**config.mk**
```make
export PLATFORM = sky130hd
export DESIGN_NAME = framed_rgy_field_parser
export DESIGN_NICKNAME = d
export VERILOG_FILES = /design/src/rtl/frgy_pkg.sv /design/src/rtl/framed_rgy_field_parser.sv /design/src/rtl/frgy_front.sv /design/src/rtl/frgy_back.sv
export SDC_FILE = /design/constraint.sdc
export NUM_CORES = 1
export LEC_CHECK = 0
export BUFFER_PORTS_ARGS = -buffer_cell sky130_fd_sc_hd__buf_2
export CAP_MARGIN = 10
export CORE_MARGIN = 2
export CORE_UTILIZATION = 40
export CTS_CLUSTER_DIAMETER = 120
export DETAILED_ROUTE_END_ITERATION = 8
export PLACE_DENSITY = 0.64
export SLEW_MARGIN = 0
export SYNTH_ARGS = -nofsm -noshare
export SYNTH_HDL_FRONTEND = slang
export SYNTH_SLANG_ARGS = --single-unit
```
**constraint.sdc**
```tcl
create_clock -name clk -period 6.15 [get_ports clk]
set_input_delay 1.23 -clock clk [delete_from_list [all_inputs] [get_ports clk]]
set_output_delay 1.23 -clock clk [all_outputs]
set_load 0.005 [all_outputs]
```
**src/rtl/frgy_pkg.sv**
```systemverilog
// ----------------------------------------------------------------------------
// frgy_pkg: shared types and constants of the framed R/G/Y field parser
// Character codes, the token that passes from the front end to the frame
// engine, and the result word that the frame engine delivers.
// ----------------------------------------------------------------------------
package frgy_pkg;

    localparam int MAX_FRAME_BYTES = 19;
    localparam int COUNT_W         = 5;

    localparam logic [7:0] CH_START = 8'h24;
    localparam logic [7:0] CH_END   = 8'h23;
    localparam logic [7:0] CH_R     = 8'h52;
    localparam logic [7:0] CH_G     = 8'h47;
    localparam logic [7:0] CH_Y     = 8'h59;
    localparam logic [7:0] CH_ZERO  = 8'h30;
    localparam logic [7:0] CH_NINE  = 8'h39;

    typedef enum logic [1:0] {
        FIELD_NONE = 2'd0,
        FIELD_R    = 2'd1,
        FIELD_G    = 2'd2,
        FIELD_Y    = 2'd3
    } field_t;

    typedef enum logic [2:0] {
        TK_START,
        TK_END,
        TK_LETTER,
        TK_DIGIT,
        TK_OTHER
    } token_kind_t;

    typedef struct packed {
        token_kind_t kind;
        field_t      field;
        logic [3:0]  digit;
    } token_t;

    typedef struct packed {
        logic [7:0]  red_value;
        logic [7:0]  green_value;
        logic [7:0]  yellow_value;
        logic [15:0] starts_seen;
        logic [15:0] frames_done;
    } result_t;

endpackage

```
**src/rtl/framed_rgy_field_parser.sv**
```systemverilog
// ----------------------------------------------------------------------------
// framed_rgy_field_parser: framed R/G/Y count parser for a serial byte stream
//
// Input channel: a received word is offered on rx_byte with push; it is taken
// at a clock edge where push is high and full is low. A '$' opens a frame,
// R, G or Y selects a field, the digits after it build its value modulo 256,
// and '#' closes the frame. A frame that reaches the length limit is dropped
// but for a '#' as its last allowed byte, which closes it with zero values.
// Result channel: while empty is low the oldest frame result is on red_value,
// green_value, yellow_value, starts_seen and frames_done; it is taken at an
// edge where pop is high. Only a closing '#' inside a frame gives a result.
// Throughput is one word per cycle while the result queue has room, set by
// the frame engine, which applies one token a cycle. A '#' waits in the token
// queue, and its result is registered in the result queue for the receiver.
// Both queues hold two words. When the receiver stalls, the result queue
// fills, the frame engine halts, and full rises once the token queue fills.
// Reset clears the frame state, both counters and both queues.
// ----------------------------------------------------------------------------
module framed_rgy_field_parser (
    input  logic        clk,
    input  logic        rst_n,
    input  logic        push,
    output logic        full,
    input  logic [7:0]  rx_byte,
    output logic        empty,
    input  logic        pop,
    output logic [7:0]  red_value,
    output logic [7:0]  green_value,
    output logic [7:0]  yellow_value,
    output logic [15:0] starts_seen,
    output logic [15:0] frames_done
);

    frgy_pkg::token_t  tok;
    frgy_pkg::result_t res;
    logic              tok_valid;
    logic              tok_pop;

    frgy_front u_front (
        .clk       (clk),
        .rst_n     (rst_n),
        .push      (push),
        .full      (full),
        .rx_byte   (rx_byte),
        .tok_valid (tok_valid),
        .tok_pop   (tok_pop),
        .tok       (tok)
    );

    frgy_back u_back (
        .clk       (clk),
        .rst_n     (rst_n),
        .tok_valid (tok_valid),
        .tok_pop   (tok_pop),
        .tok       (tok),
        .empty     (empty),
        .pop       (pop),
        .res       (res)
    );

    assign red_value    = res.red_value;
    assign green_value  = res.green_value;
    assign yellow_value = res.yellow_value;
    assign starts_seen  = res.starts_seen;
    assign frames_done  = res.frames_done;

endmodule

```
**src/rtl/frgy_front.sv**
```systemverilog
// ----------------------------------------------------------------------------
// frgy_front: byte classifier and token queue
// Decodes each accepted byte into a token and holds up to two tokens for
// the frame engine, so that the input side stalls only when both are used.
// ----------------------------------------------------------------------------
module frgy_front (
    input  logic              clk,
    input  logic              rst_n,
    input  logic              push,
    output logic              full,
    input  logic [7:0]        rx_byte,
    output logic              tok_valid,
    input  logic              tok_pop,
    output frgy_pkg::token_t  tok
);

    frgy_pkg::token_t tok_in;
    frgy_pkg::token_t slot_reg [2];
    logic             wr_ptr_reg;
    logic             rd_ptr_reg;
    logic [1:0]       count_reg;
    logic [1:0]       count_next;
    logic             do_push;
    logic             do_pop;

    always_comb
    begin
        tok_in.kind  = frgy_pkg::TK_OTHER;
        tok_in.field = frgy_pkg::FIELD_NONE;
        tok_in.digit = 4'(rx_byte - frgy_pkg::CH_ZERO);
        case (rx_byte)
            frgy_pkg::CH_START: tok_in.kind = frgy_pkg::TK_START;
            frgy_pkg::CH_END:   tok_in.kind = frgy_pkg::TK_END;
            frgy_pkg::CH_R:
            begin
                tok_in.kind  = frgy_pkg::TK_LETTER;
                tok_in.field = frgy_pkg::FIELD_R;
            end
            frgy_pkg::CH_G:
            begin
                tok_in.kind  = frgy_pkg::TK_LETTER;
                tok_in.field = frgy_pkg::FIELD_G;
            end
            frgy_pkg::CH_Y:
            begin
                tok_in.kind  = frgy_pkg::TK_LETTER;
                tok_in.field = frgy_pkg::FIELD_Y;
            end
            default:
            begin
                if (rx_byte inside {[frgy_pkg::CH_ZERO:frgy_pkg::CH_NINE]})
                begin
                    tok_in.kind = frgy_pkg::TK_DIGIT;
                end
            end
        endcase
    end

    assign full      = (count_reg == 2'd2);
    assign tok_valid = (count_reg != 2'd0);
    assign tok       = slot_reg[rd_ptr_reg];
    assign do_push   = push && !full;
    assign do_pop    = tok_pop && tok_valid;

    always_comb
    begin
        count_next = count_reg;
        if (do_push && !do_pop)
        begin
            count_next = count_reg + 2'd1;
        end
        else if (do_pop && !do_push)
        begin
            count_next = count_reg - 2'd1;
        end
    end

    always_ff @(posedge clk or negedge rst_n)
    begin
        if (!rst_n)
        begin
            wr_ptr_reg <= 1'b0;
            rd_ptr_reg <= 1'b0;
            count_reg  <= 2'd0;
        end
        else
        begin
            if (do_push)
            begin
                wr_ptr_reg <= ~wr_ptr_reg;
            end
            if (do_pop)
            begin
                rd_ptr_reg <= ~rd_ptr_reg;
            end
            count_reg <= count_next;
        end
    end

    always_ff @(posedge clk)
    begin
        if (do_push)
        begin
            slot_reg[wr_ptr_reg] <= tok_in;
        end
    end

endmodule

```
**src/rtl/frgy_back.sv**
```systemverilog
// ----------------------------------------------------------------------------
// frgy_back: frame engine and result queue
// Applies one token a cycle, while the result queue has room, to the frame
// state and queues finished frames, up to two, for the result side.
// ----------------------------------------------------------------------------
module frgy_back (
    input  logic              clk,
    input  logic              rst_n,
    input  logic              tok_valid,
    output logic              tok_pop,
    input  frgy_pkg::token_t  tok,
    output logic              empty,
    input  logic              pop,
    output frgy_pkg::result_t res
);

    localparam logic [frgy_pkg::COUNT_W-1:0] MAX_COUNT =
        frgy_pkg::COUNT_W'(frgy_pkg::MAX_FRAME_BYTES);

    logic                          in_frame_reg, in_frame_next;
    logic [frgy_pkg::COUNT_W-1:0]  count_reg, count_next, count_inc;
    frgy_pkg::field_t              field_reg, field_next;
    logic [7:0]                    red_reg, red_next;
    logic [7:0]                    green_reg, green_next;
    logic [7:0]                    yellow_reg, yellow_next;
    logic [15:0]                   starts_reg, starts_next;
    logic [15:0]                   dones_reg, dones_next;
    logic                          emit;
    logic                          at_limit;
    frgy_pkg::result_t             res_in;

    frgy_pkg::result_t             slot_reg [2];
    logic                          wr_ptr_reg;
    logic                          rd_ptr_reg;
    logic [1:0]                    rcount_reg;
    logic [1:0]                    rcount_next;
    logic                          res_full;
    logic                          do_pop;

    function automatic logic [7:0] acc_step(input logic [7:0] acc, input logic [3:0] digit);
        logic [11:0] sum;
        sum = 12'(acc) * 12'd10 + 12'(digit);
        return sum[7:0];
    endfunction

    assign res_full  = (rcount_reg == 2'd2);
    assign tok_pop   = tok_valid && !res_full;
    assign count_inc = count_reg + 1'b1;
    assign at_limit  = (count_inc >= MAX_COUNT);

    always_comb
    begin
        in_frame_next = in_frame_reg;
        count_next    = count_reg;
        field_next    = field_reg;
        red_next      = red_reg;
        green_next    = green_reg;
        yellow_next   = yellow_reg;
        starts_next   = starts_reg;
        dones_next    = dones_reg;
        emit          = 1'b0;

        if (tok.kind == frgy_pkg::TK_START)
        begin
            starts_next   = starts_reg + 16'd1;
            in_frame_next = 1'b1;
            count_next    = frgy_pkg::COUNT_W'(1);
            field_next    = frgy_pkg::FIELD_NONE;
            red_next      = 8'd0;
            green_next    = 8'd0;
            yellow_next   = 8'd0;
        end
        else if (in_frame_reg)
        begin
            count_next = count_inc;
            case (tok.kind)
                frgy_pkg::TK_LETTER:
                begin
                    field_next = tok.field;
                    case (tok.field)
                        frgy_pkg::FIELD_R: red_next    = 8'd0;
                        frgy_pkg::FIELD_G: green_next  = 8'd0;
                        frgy_pkg::FIELD_Y: yellow_next = 8'd0;
                        default:           ;
                    endcase
                end
                frgy_pkg::TK_DIGIT:
                begin
                    case (field_reg)
                        frgy_pkg::FIELD_R: red_next    = acc_step(red_reg, tok.digit);
                        frgy_pkg::FIELD_G: green_next  = acc_step(green_reg, tok.digit);
                        frgy_pkg::FIELD_Y: yellow_next = acc_step(yellow_reg, tok.digit);
                        default:           ;
                    endcase
                end
                default: field_next = frgy_pkg::FIELD_NONE;
            endcase

            if (tok.kind == frgy_pkg::TK_END)
            begin
                dones_next    = dones_reg + 16'd1;
                emit          = 1'b1;
                in_frame_next = 1'b0;
            end
            if (at_limit)
            begin
                count_next    = '0;
                in_frame_next = 1'b0;
            end
        end
    end

    // A closing byte that is also the last allowed byte still completes
    // the frame, but its values read as zero.
    always_comb
    begin
        res_in.red_value    = at_limit ? 8'd0 : red_next;
        res_in.green_value  = at_limit ? 8'd0 : green_next;
        res_in.yellow_value = at_limit ? 8'd0 : yellow_next;
        res_in.starts_seen  = starts_next;
        res_in.frames_done  = dones_next;
    end

    always_ff @(posedge clk or negedge rst_n)
    begin
        if (!rst_n)
        begin
            in_frame_reg <= 1'b0;
            count_reg    <= '0;
            field_reg    <= frgy_pkg::FIELD_NONE;
            red_reg      <= 8'd0;
            green_reg    <= 8'd0;
            yellow_reg   <= 8'd0;
            starts_reg   <= 16'd0;
            dones_reg    <= 16'd0;
        end
        else if (tok_pop)
        begin
            in_frame_reg <= in_frame_next;
            count_reg    <= count_next;
            field_reg    <= field_next;
            red_reg      <= red_next;
            green_reg    <= green_next;
            yellow_reg   <= yellow_next;
            starts_reg   <= starts_next;
            dones_reg    <= dones_next;
        end
    end

    assign empty  = (rcount_reg == 2'd0);
    assign res    = slot_reg[rd_ptr_reg];
    assign do_pop = pop && !empty;

    always_comb
    begin
        rcount_next = rcount_reg;
        if ((tok_pop && emit) && !do_pop)
        begin
            rcount_next = rcount_reg + 2'd1;
        end
        else if (do_pop && !(tok_pop && emit))
        begin
            rcount_next = rcount_reg - 2'd1;
        end
    end

    always_ff @(posedge clk or negedge rst_n)
    begin
        if (!rst_n)
        begin
            wr_ptr_reg <= 1'b0;
            rd_ptr_reg <= 1'b0;
            rcount_reg <= 2'd0;
        end
        else
        begin
            if (tok_pop && emit)
            begin
                wr_ptr_reg <= ~wr_ptr_reg;
            end
            if (do_pop)
            begin
                rd_ptr_reg <= ~rd_ptr_reg;
            end
            rcount_reg <= rcount_next;
        end
    end

    always_ff @(posedge clk)
    begin
        if (tok_pop && emit)
        begin
            slot_reg[wr_ptr_reg] <= res_in;
        end
    end

endmodule
```
==> results of run 1 <==
synthesized netlist by cell type, types with 2 or more instances:
library cell,instances
a21o_1,17
a21oi_1,30
a22o_1,13
a22oi_1,15
a311o_1,4
a31oi_1,4
and2_1,6
and3_1,3
buf_1,5
clkbuf_1,22
dfrtp_1,72
edfxtp_1,130
fa_1,6
ha_1,36
inv_1,23
mux2_2,62
mux2i_1,4
nand2_1,57
nand2b_1,10
nand3_1,21
nand4_1,10
nand4b_1,3
nor2_1,73
nor2b_1,7
nor3_1,15
nor3b_1,3
nor4_1,3
nor4b_1,2
o2111ai_1,8
o211ai_1,3
o21ai_0,16
o2bb2ai_1,9
or2_2,6
or3_1,5
xnor2_1,41
xnor3_1,3
xor2_1,50
logic make-up (layout without fill, tap and decap cells):
group | Yosys count | count (layout)
AND/OR/NAND/NOR | 232 | 232
flip-flops | 202 | 202
AO/OA/AOI/OAI | 128 | 128
XOR/XNOR | 94 | 94
multiplexers | 66 | 66
buffers and inverters | 53 | 141
adder cells (fa/ha/maj) | 42 | 42
metal layers:
layer  vias to the layer above  routed length (µm)
met5                         -                   0
met4                         0                 435
met3                        30                 940
met2                       135                9650
met1                      3158                9400
li1                       3127                   -
per-stage QoR:
step	std cells	total power, mW	util (%)	worst slack [ns]	instance area [µm²]
6_report	1235	4.08	46.2	2.57	11600
5_1_grt	1235	4.30	46.2	2.45	11600
3_3_place_gp	1195	2.81	43.3	2.87	10800
3_5_place_dp	1195	2.81	43.3	2.85	10800
2_1_floorplan	817	2.44	-	1.80	10100
4_1_cts	1235	4.13	46.2	2.52	11600
critical path, cell delays in order (launching register included):
cell	delay, ns
dfrtp_2	0.72
buf_4	0.54
mux2_2	0.40
buf_2	0.14
worst paths after layout:
check / depth (start not counted) / startpoint / to
max in group asynchronous: 2 / rst_n / u_back.rd_ptr_reg
worst max register to register: 5 / u_front.rd_ptr_reg / u_back.slot_reg[0][34]
worst min register to register: 1 / u_back.starts_reg[15] / u_back.starts_reg[15]
worst min-delay path: 1 / u_back.starts_reg[15] / u_back.starts_reg[15]
min in group asynchronous: 2 / rst_n / u_back.green_reg[3]
worst max-delay path: 3 / u_back.rd_ptr_reg / green_value[7]
power by group:
part | switching (mW) | total (mW) | internal [mW]
sequential | 0.155 | 1.73 | 1.57
combinational | 0.588 | 1.05 | 0.466
clock | 0.510 | 1.30 | 0.786
layout make-up:
class                   instances  area (µm²)
fillers                      2267       13500
clock buffers                  27         611
flip-flops and latches        202        5710
inverters                      24        90.1
well taps                     330         413
multi-input cells             562        4220
repair buffers                 77         405
clock inverters                13         113
==> flow_summary.json, run 1 <==
{
  "status": "complete, no violations",
  "drtAntennaViolNets": 0,
  "cts.sinks": 202,
  "synth_fa_ha_area_share_pct": 5.64,
  "hp-class": "reg2reg",
  "ir_worst_vdd_mv": 0.174,
  "holdWs_ns": 0.490,
  "wire_per_inst_um": 16.5,
  "synth-edff-count": 130,
  "nets": 943,
  "synth_top_family_by_area": "simple AND/OR/NAND/NOR gates",
  "grt_pass1_vias": 6486,
  "postCtsHoldBufs": 0,
  "drive_above_1_share_pct": 20.7,
  "crit_type": "reg2out",
  "ys_seq_area_share_pct": 56.4,
  "yosysWarnings": 0,
  "synth_top_area_share_pct": 38.6,
  "final_common_cell": "edfxtp_1",
  "clock_latency_ns": 0.50,
  "drv_slew": 0,
  "synth-compound-area-share_pct": 8.89,
  "vias": 6450,
  "antenna_found_initial": 0,
  "r2r_slack_ns": 2.87,
  "power_density_nw_per_um2": 353,
  "setup_viol_count_final": 0,
  "start_util_pct": 40.4,
  "synth-main-ff-cell": "edfxtp_1",
  "core_area_um2": 25000,
  "placementRows": 58,
  "globalRouteMet1Util_pct": 21.3,
  "cts_root_buffer": "clkbuf_16",
  "grtUsageMet2_pct": 26.0,
  "crit_path_end_kind": "primary output",
  "grt_max_degree": 73,
  "synthToLayoutAreaGrowth_pct": 14.2,
  "grt_usage_pct": 15.7,
  "routed_wl_um": 20400,
  "synth_mux_area_share_pct": 7.29,
  "met3_usage_pct": 2.34,
  "post_cts_buffers": 0,
  "dp_hpwl_um": 13900,
  "drc_errors": 0,
  "grt_pass1_wl_um": 33300,
  "cts.reportedPaths.clkPinSlew_ns": 0.06,
  "worstPathArrival_ns": 2.35,
  "worst_pin_slew_ns": 1.00,
  "drtPass1Iterations": 5,
  "hold_violations": 0,
  "ys_ff_latch": 202,
  "synth_top_area_cell": "edfxtp_1",
  "busiest_layer": "met2",
  "drt_iter0_markers": 504,
  "synth-xor-area-share_pct": 8.54,
  "cts_tree": "yes",
  "clockBufferDepth": 3,
  "die_width_um": 163,
  "cts_buffers": 22,
  "synthArstFlopShare_pct": 35.6,
  "synth.avg_cell_area_um2": 12.4,
  "p_leak_nw": 4.79,
  "die_y_um": 163,
  "io_pins": 70,
  "synth_fp_nets": 871,
  "start_kind": "flip-flop",
  "yosysUniqueCellTypes": 57,
  "synth-simple-area-share_pct": 11.2,
  "synth_area_um2": 10100,
  "n_antenna_cell": 0,
  "gp_congestion": 0.820,
  "io_buffers": 69,
  "htreeDepth": 1,
  "grt_setup_unrepaired": "no",
  "tns_ns": 0,
  "grt_overflow": 0,
  "largest_reg_flops": 112,
  "finalCritPeriodShare_pct": 58.2,
  "post_cts_resized": 0,
  "post-route-min-period_ns": 3.58,
  "max_freq_ghz": 0.279,
  "synth_area_leaders": "edfxtp_1 (39%), dfrtp_1 (18%), mux2_2 (6.9%)",
  "die-area_um2": 26600,
  "finClkSkew_ns": 0.0127,
  "vias_per_cell": 5.22,
  "cp_max_fo": 37,
  "slew_headroom_pct": 33.2,
  "drv_cap": 0,
  "final_cell_mix": "edfxtp_1 (130), nor2_1 (73), dfrtp_1 (71)",
  "required_ns": 4.92,
  "synthCells": 817
}
Note: power is estimated with default switching activity, not from simulation.
==> inputs of run 2 (changes only) <==
==> constraint.sdc (replaced) <==
create_clock -name clk -period 3.49 [get_ports clk]
set_input_delay 0.698 -clock clk [delete_from_list [all_inputs] [get_ports clk]]
set_output_delay 0.698 -clock clk [all_outputs]
set_load 0.005 [all_outputs]
==> run 2 against run 1 <==
Compared with the run above: final cell count increased by 0.65%; worst setup slack got worse by 2.0 ns; design area increased by 0.57%; core utilization increased by 0.26 points; die area unchanged; count of clock-buffer cells in the layout increased by 9; critical path type is now reg2reg.
==> flow_summary.json, run 2 (synthesis gave the netlist of run 1 again) <==
{
  "slew_headroom_pct": 48.6,
  "final_cells": 1243,
  "grt_pass1_wl_um": 34200,
  "drtAntennaViolNets": 0,
  "crit_path_end_kind": "flip-flop",
  "power.share.sequential_pct": 41.8,
  "crit_type": "reg2reg",
  "finClkSkew_ns": 0.0135,
  "tns_ns": 0,
  "htreeDepth": 1,
  "drtPass1Iterations": 5,
  "wire_per_inst_um": 16.9,
  "grt_overflow": 0,
  "cts_buffers": 22,
  "cts.reportedPaths.clkPinSlew_ns": 0.07,
  "post_cts_resized": 0,
  "final_common_cell": "edfxtp_1",
  "drv_slew": 0,
  "n_antenna_cell": 0,
  "cp_max_fo": 5,
  "cts_root_buffer": "clkbuf_16",
  "pre_cts_ws_ns": 0.665,
  "setup_viol_count_final": 0,
  "multi_input_area_um2": 4220,
  "post_cts_buffers": 0,
  "hp-class": "in2async",
  "power_density_nw_per_um2": 619,
  "grt_pass1_vias": 6593,
  "synthToLayoutAreaGrowth_pct": 14.9,
  "drt_iter0_markers": 413,
  "setup_ws_ns": 0.618,
  "status": "complete, no violations",
  "drc_errors": 0,
  "antenna_found_initial": 0,
  "ir_worst_vdd_mv": 0.390,
  "cts_tree": "yes",
  "required_ns": 3.72,
  "io_pins": 70,
  "placementRows": 58,
  "gp_congestion": 0.876,
  "p_int_mw": 4.96,
  "holdWs_ns": 0.240,
  "die_width_um": 163,
  "post-route-util_pct": 46.4,
  "start_util_pct": 40.4,
  "final_cell_mix": "edfxtp_1 (130), nor2_1 (73), dfrtp_1 (71)",
  "grt_max_degree": 57,
  "vias_per_cell": 5.27,
  "dp_hpwl_um": 14100,
  "die-area_um2": 26600,
  "worst_pin_slew_ns": 0.770,
  "drv_cap": 0,
  "largest_reg_flops": 112,
  "grt_usage_pct": 16.2,
  "core_area_um2": 25000,
  "drive_above_1_share_pct": 20.8,
  "start_kind": "flip-flop",
  "io_buffers": 69,
  "p_leak_nw": 4.82,
  "postCtsHoldBufs": 0,
  "hold_violations": 0,
  "regArea_um2": 5710,
  "finalCritPeriodShare_pct": 82.3,
  "p_sw_mw": 2.24,
  "worstPathArrival_ns": 3.11,
  "clock_latency_ns": 0.50,
  "grt_setup_unrepaired": "no",
  "n_fill_cell": 2237,
  "max_freq_ghz": 0.348,
  "clockBufferDepth": 3,
  "placed_cells": 1203,
  "cts.sinks": 202,
  "r2r_slack_ns": 0.62,
  "nets": 951,
  "post-route-min-period_ns": 2.87,
  "switching_share_pct": 31.1,
  "routed_wl_um": 21000,
  "p_comb_share_pct": 27.4,
  "pwr-share-clk_pct": 30.8,
  "die_y_um": 163,
  "vias": 6553
}
-- run 2: changes by cell type in the layout (fill, tap and decap cells not counted), sizes merged --
cell,change
clkbuf,+9
buf,+8
clkinv,-8
bufinv,-2
inv,+2
clkinvlp,-1
-- run 2: critical path, cell delays in order, from the launching register on --
cell       delay, ns
dfrtp_1         0.45
mux2_2          0.42
ha_1            0.22
fa_1            0.40
a21o_1          0.21
nand4b_1        0.11
xnor3_1         0.47
o2111ai_1       0.21
nand3_1         0.12
-- run 2: through the flow --
stage	cell area [µm²]	total power, mW
2_1_floorplan	10100	4.30
3_3_place_gp	10900	5.02
3_5_place_dp	10900	5.04
4_1_cts	11600	7.28
5_1_grt	11600	7.61
6_report	11600	7.20
-- run 2: worst paths after layout --
| check | from | end | cells past startpoint |
|---|---|---|---|
| min in group clk | rx_byte[0] | u_front.slot_reg[1][0] | 1 |
| max in group asynchronous | rst_n | u_back.rd_ptr_reg | 2 |
| min reg2reg | u_back.dones_reg[15] | u_back.dones_reg[15] | 1 |
| max reg2reg | u_front.rd_ptr_reg | u_back.slot_reg[1][47] | 8 |
| max | u_front.rd_ptr_reg | u_back.slot_reg[1][47] | 8 |
| min | rst_n | u_back.green_reg[3] | 2 |
-- run 2: layout make-up --
class | instances | area share, %
Clock buffer | 36 | 5.72
Sequential cell | 202 | 49.1
Multi-Input combinational cell | 562 | 36.3
Timing Repair Buffer | 85 | 4.33
Inverter | 24 | 0.775
Tap cell | 330 | 3.55
Clock inverter | 4 | 0.226
-- run 2: power groups by stage --
stage          registers (mW)  logic (mW)  clock network, mW
6_report                 3.01        1.97               2.22
4_1_cts                  3.01        2.00               2.27
3_5_place_dp             3.05        1.98                  0
2_1_floorplan            2.94        1.36                  0
3_3_place_gp             3.05        1.97                  0
5_1_grt                  3.05        2.18               2.38
-- run 2: per-layer routing --
layer | track usage (%) | share of wire [%] | up-vias
met2 | 26.8 | 48 | 166
li1 | - | - | 3149
met1 | 21.7 | 44 | 3192
met4 | 5.59 | 3.0 | 0
met5 | 0 | 0 | -
met3 | 2.72 | 4.8 | 46
==> inputs of run 3 (changes only) <==
--- a/config.mk
+++ b/config.mk
@@ -11,7 +11,7 @@
 export CORE_UTILIZATION = 40
 export CTS_CLUSTER_DIAMETER = 120
 export DETAILED_ROUTE_END_ITERATION = 8
-export PLACE_DENSITY = 0.64
+export PLACE_DENSITY = 0.66
 export SLEW_MARGIN = 0
 export SYNTH_ARGS = -nofsm -noshare
 export SYNTH_HDL_FRONTEND = slang
==> constraint.sdc (replaced) <==
create_clock -name clk -period 2.4 [get_ports clk]
set_input_delay 0.48 -clock clk [delete_from_list [all_inputs] [get_ports clk]]
set_output_delay 0.48 -clock clk [all_outputs]
set_load 0.005 [all_outputs]
==> run 3 against run 2 <==
Compared with the run above: the run now ends with negative setup slack left; global-route usage is 0.74 points higher; sequential power is 42% higher; first-iteration DRC count is 27% higher; highest routed layer unchanged.
==> flow_summary.json, run 3 (synthesis gave the netlist of run 1 again) <==
{
  "worstReg2RegEnd": "u_back.slot_reg[1][47]",
  "antenna_found_initial": 0,
  "switching_share_pct": 31.2,
  "violations": "negative setup slack",
  "r2r_start": "u_front.rd_ptr_reg",
  "die_y_um": 163,
  "gp_congestion": 0.869,
  "endpoint": "u_back.slot_reg[1][47]",
  "cts_tree": "yes",
  "drv_cap": 0,
  "crit_start": "u_front.rd_ptr_reg",
  "grt_pass1_wl_um": 35800,
  "finClkSkew_ns": 0.00961,
  "grt_usage_pct": 16.9,
  "cp.depth": 8,
  "drv_slew": 0,
  "path_buf_inv": 0,
  "io_buffers": 69,
  "placementRows": 58,
  "wire_per_inst_um": 17.4,
  "rr_worst_depth": 8,
  "die-area_um2": 26600,
  "start_util_pct": 40.4,
  "largest_reg_flops": 112,
  "htreeDepth": 1,
  "worstPathArrival_ns": 2.76,
  "status": "complete, but fails checks",
  "crit_path_cell_trace": "mux2_4 > ha_2 > fa_2 > a21o_1 > nand4b_1 > xnor3_1 > o2111ai_1 > nand3_1",
  "hp-class": "in2reg",
  "grt_setup_unrepaired": "yes",
  "worst_pin_slew_ns": 0.688,
  "drc_errors": 0,
  "clockBufferDepth": 3,
  "crit_family": "adder cells",
  "synthToLayoutAreaGrowth_pct": 24.8,
  "cts.reportedPaths.clkPinSlew_ns": 0.06,
  "max_freq_ghz": 0.396,
  "clock_latency_ns": 0.50,
  "p_comb_share_pct": 31.1,
  "crit_path_end_kind": "flip-flop",
  "power_density_nw_per_um2": 860,
  "drtAntennaViolNets": 0,
  "setup_ws_ns": -0.128,
  "slew_headroom_pct": 53.7,
  "hold_start": "rx_byte[0]",
  "final_area_um2": 12600,
  "p_int_mw": 7.48,
  "die_width_um": 163,
  "n_antenna_cell": 0,
  "r2r_slack_ns": -0.13,
  "setup_viol_count_final": 20,
  "pwr-share-clk_pct": 29.5,
  "post_dp_cell_area_um2": 11400,
  "drtPass1Iterations": 5,
  "vias": 6901,
  "final_common_cell": "edfxtp_1",
  "crit_type": "reg2reg",
  "final_cell_mix": "edfxtp_1 (130), buf_4 (74), dfrtp_1 (69)",
  "vias_per_cell": 5.27,
  "critPathMaxStageDelay_ns": 0.45,
  "grt_overflow": 0,
  "pre_cts_ws_ns": -0.170,
  "cts_root_buffer": "clkbuf_16",
  "finalCritPeriodShare_pct": 105,
  "drt_iter0_markers": 526,
  "hold_violations": 0,
  "start_kind": "flip-flop",
  "nets": 1019,
  "grt_max_degree": 46,
  "core_area_um2": 25000,
  "ir_worst_vdd_mv": 0.619,
  "cts.sinks": 202,
  "io_pins": 70,
  "grt_pass1_vias": 6841,
  "dp_hpwl_um": 15300,
  "crit_slowest_cell": "dfrtp_2",
  "p_sw_mw": 3.38,
  "post-route-min-period_ns": 2.53,
  "required_ns": 2.64,
  "cts_buffers": 21,
  "p_leak_nw": 5.30,
  "routed_wl_um": 22700,
  "power.share.sequential_pct": 39.4,
  "drive_above_1_share_pct": 33.5,
  "cp_max_fo": 5
}
-- run 3: changes by cell type in the layout (fill, tap and decap cells not counted), sizes merged --
| cell | delta |
|---|---|
| dlygate4sd3 | +1 |
| clkinvlp | +1 |
| inv | -2 |
| clkbuf | -7 |
| buf | +66 |
| bufinv | +2 |
| clkinv | +5 |
-- run 3: power groups by stage --
stage,logic (mW),registers (mW),clock network (mW)
2_1_floorplan,2.00,4.28,0
3_3_place_gp,3.19,4.33,0
3_5_place_dp,3.22,4.35,0
4_1_cts,3.32,4.28,3.27
5_1_grt,3.69,4.31,3.43
6_report,3.37,4.28,3.21
-- run 3: layer usage --
layer | part of all wire, % | vias up | global-route usage [%]
met1 | 46 | 3413 | 23.1
met5 | 0 | - | 0
met3 | 4.4 | 35 | 2.49
li1 | - | 3299 | -
met4 | 1.7 | 0 | 4.06
met2 | 48 | 154 | 28.6
-- run 3: what timing repair did --
| action | 4_1_cts | 5_1_grt |
|---|---|---|
| gates cloned | 0 | 2 |
| setup endpoints to repair | 43 | 101 |
| endpoints found under the hold margin | 32 | 0 |
| hold buffers | 1 | 0 |
| gates resized for setup | 29 | 40 |
| pin swaps | 24 | 15 |
| buffers inserted | 4 | 6 |
-- run 3: through the flow --
| step | util (%) | std cells | setup TNS, ns | hold WS, ns | power (mW) |
|---|---|---|---|---|---|
| 6_report | 50.4 | 1309 | -1.24 | 0.262 | 10.9 |
| 5_1_grt | 50.4 | 1309 | -3.08 | 0.260 | 11.4 |
| 3_5_place_dp | 45.7 | 1259 | -2.20 | 0.478 | 7.57 |
| 2_1_floorplan | - | 817 | -17.59 | 0.184 | 6.28 |
| 3_3_place_gp | 45.7 | 1259 | -1.00 | 0.475 | 7.52 |
| 4_1_cts | 49.2 | 1301 | -0.902 | 0.251 | 10.9 |
-- run 3: worst min path at each step --
stage                                        end  slack [ns]  cells after the start
after floorplan              u_back.count_reg[0]        0.18                      0
after global placement      u_back.dones_reg[15]        0.47                      1
after detailed placement    u_back.dones_reg[15]        0.48                      1
after CTS                 u_front.slot_reg[1][0]        0.25                      1
after global routing      u_front.slot_reg[0][2]        0.26                      1
final                     u_front.slot_reg[1][0]        0.26                      1
-- run 3: layout make-up --
| class | instances | area [µm²] |
|---|---|---|
| Fill cell | 2143 | 12400 |
| Sequential cell | 202 | 5710 |
| Multi-Input combinational cell | 562 | 4610 |
| Timing Repair Buffer | 154 | 1130 |
| Clock buffer | 27 | 578 |
| Tap cell | 330 | 413 |
| Clock inverter | 10 | 100 |
| Inverter | 24 | 90.1 |
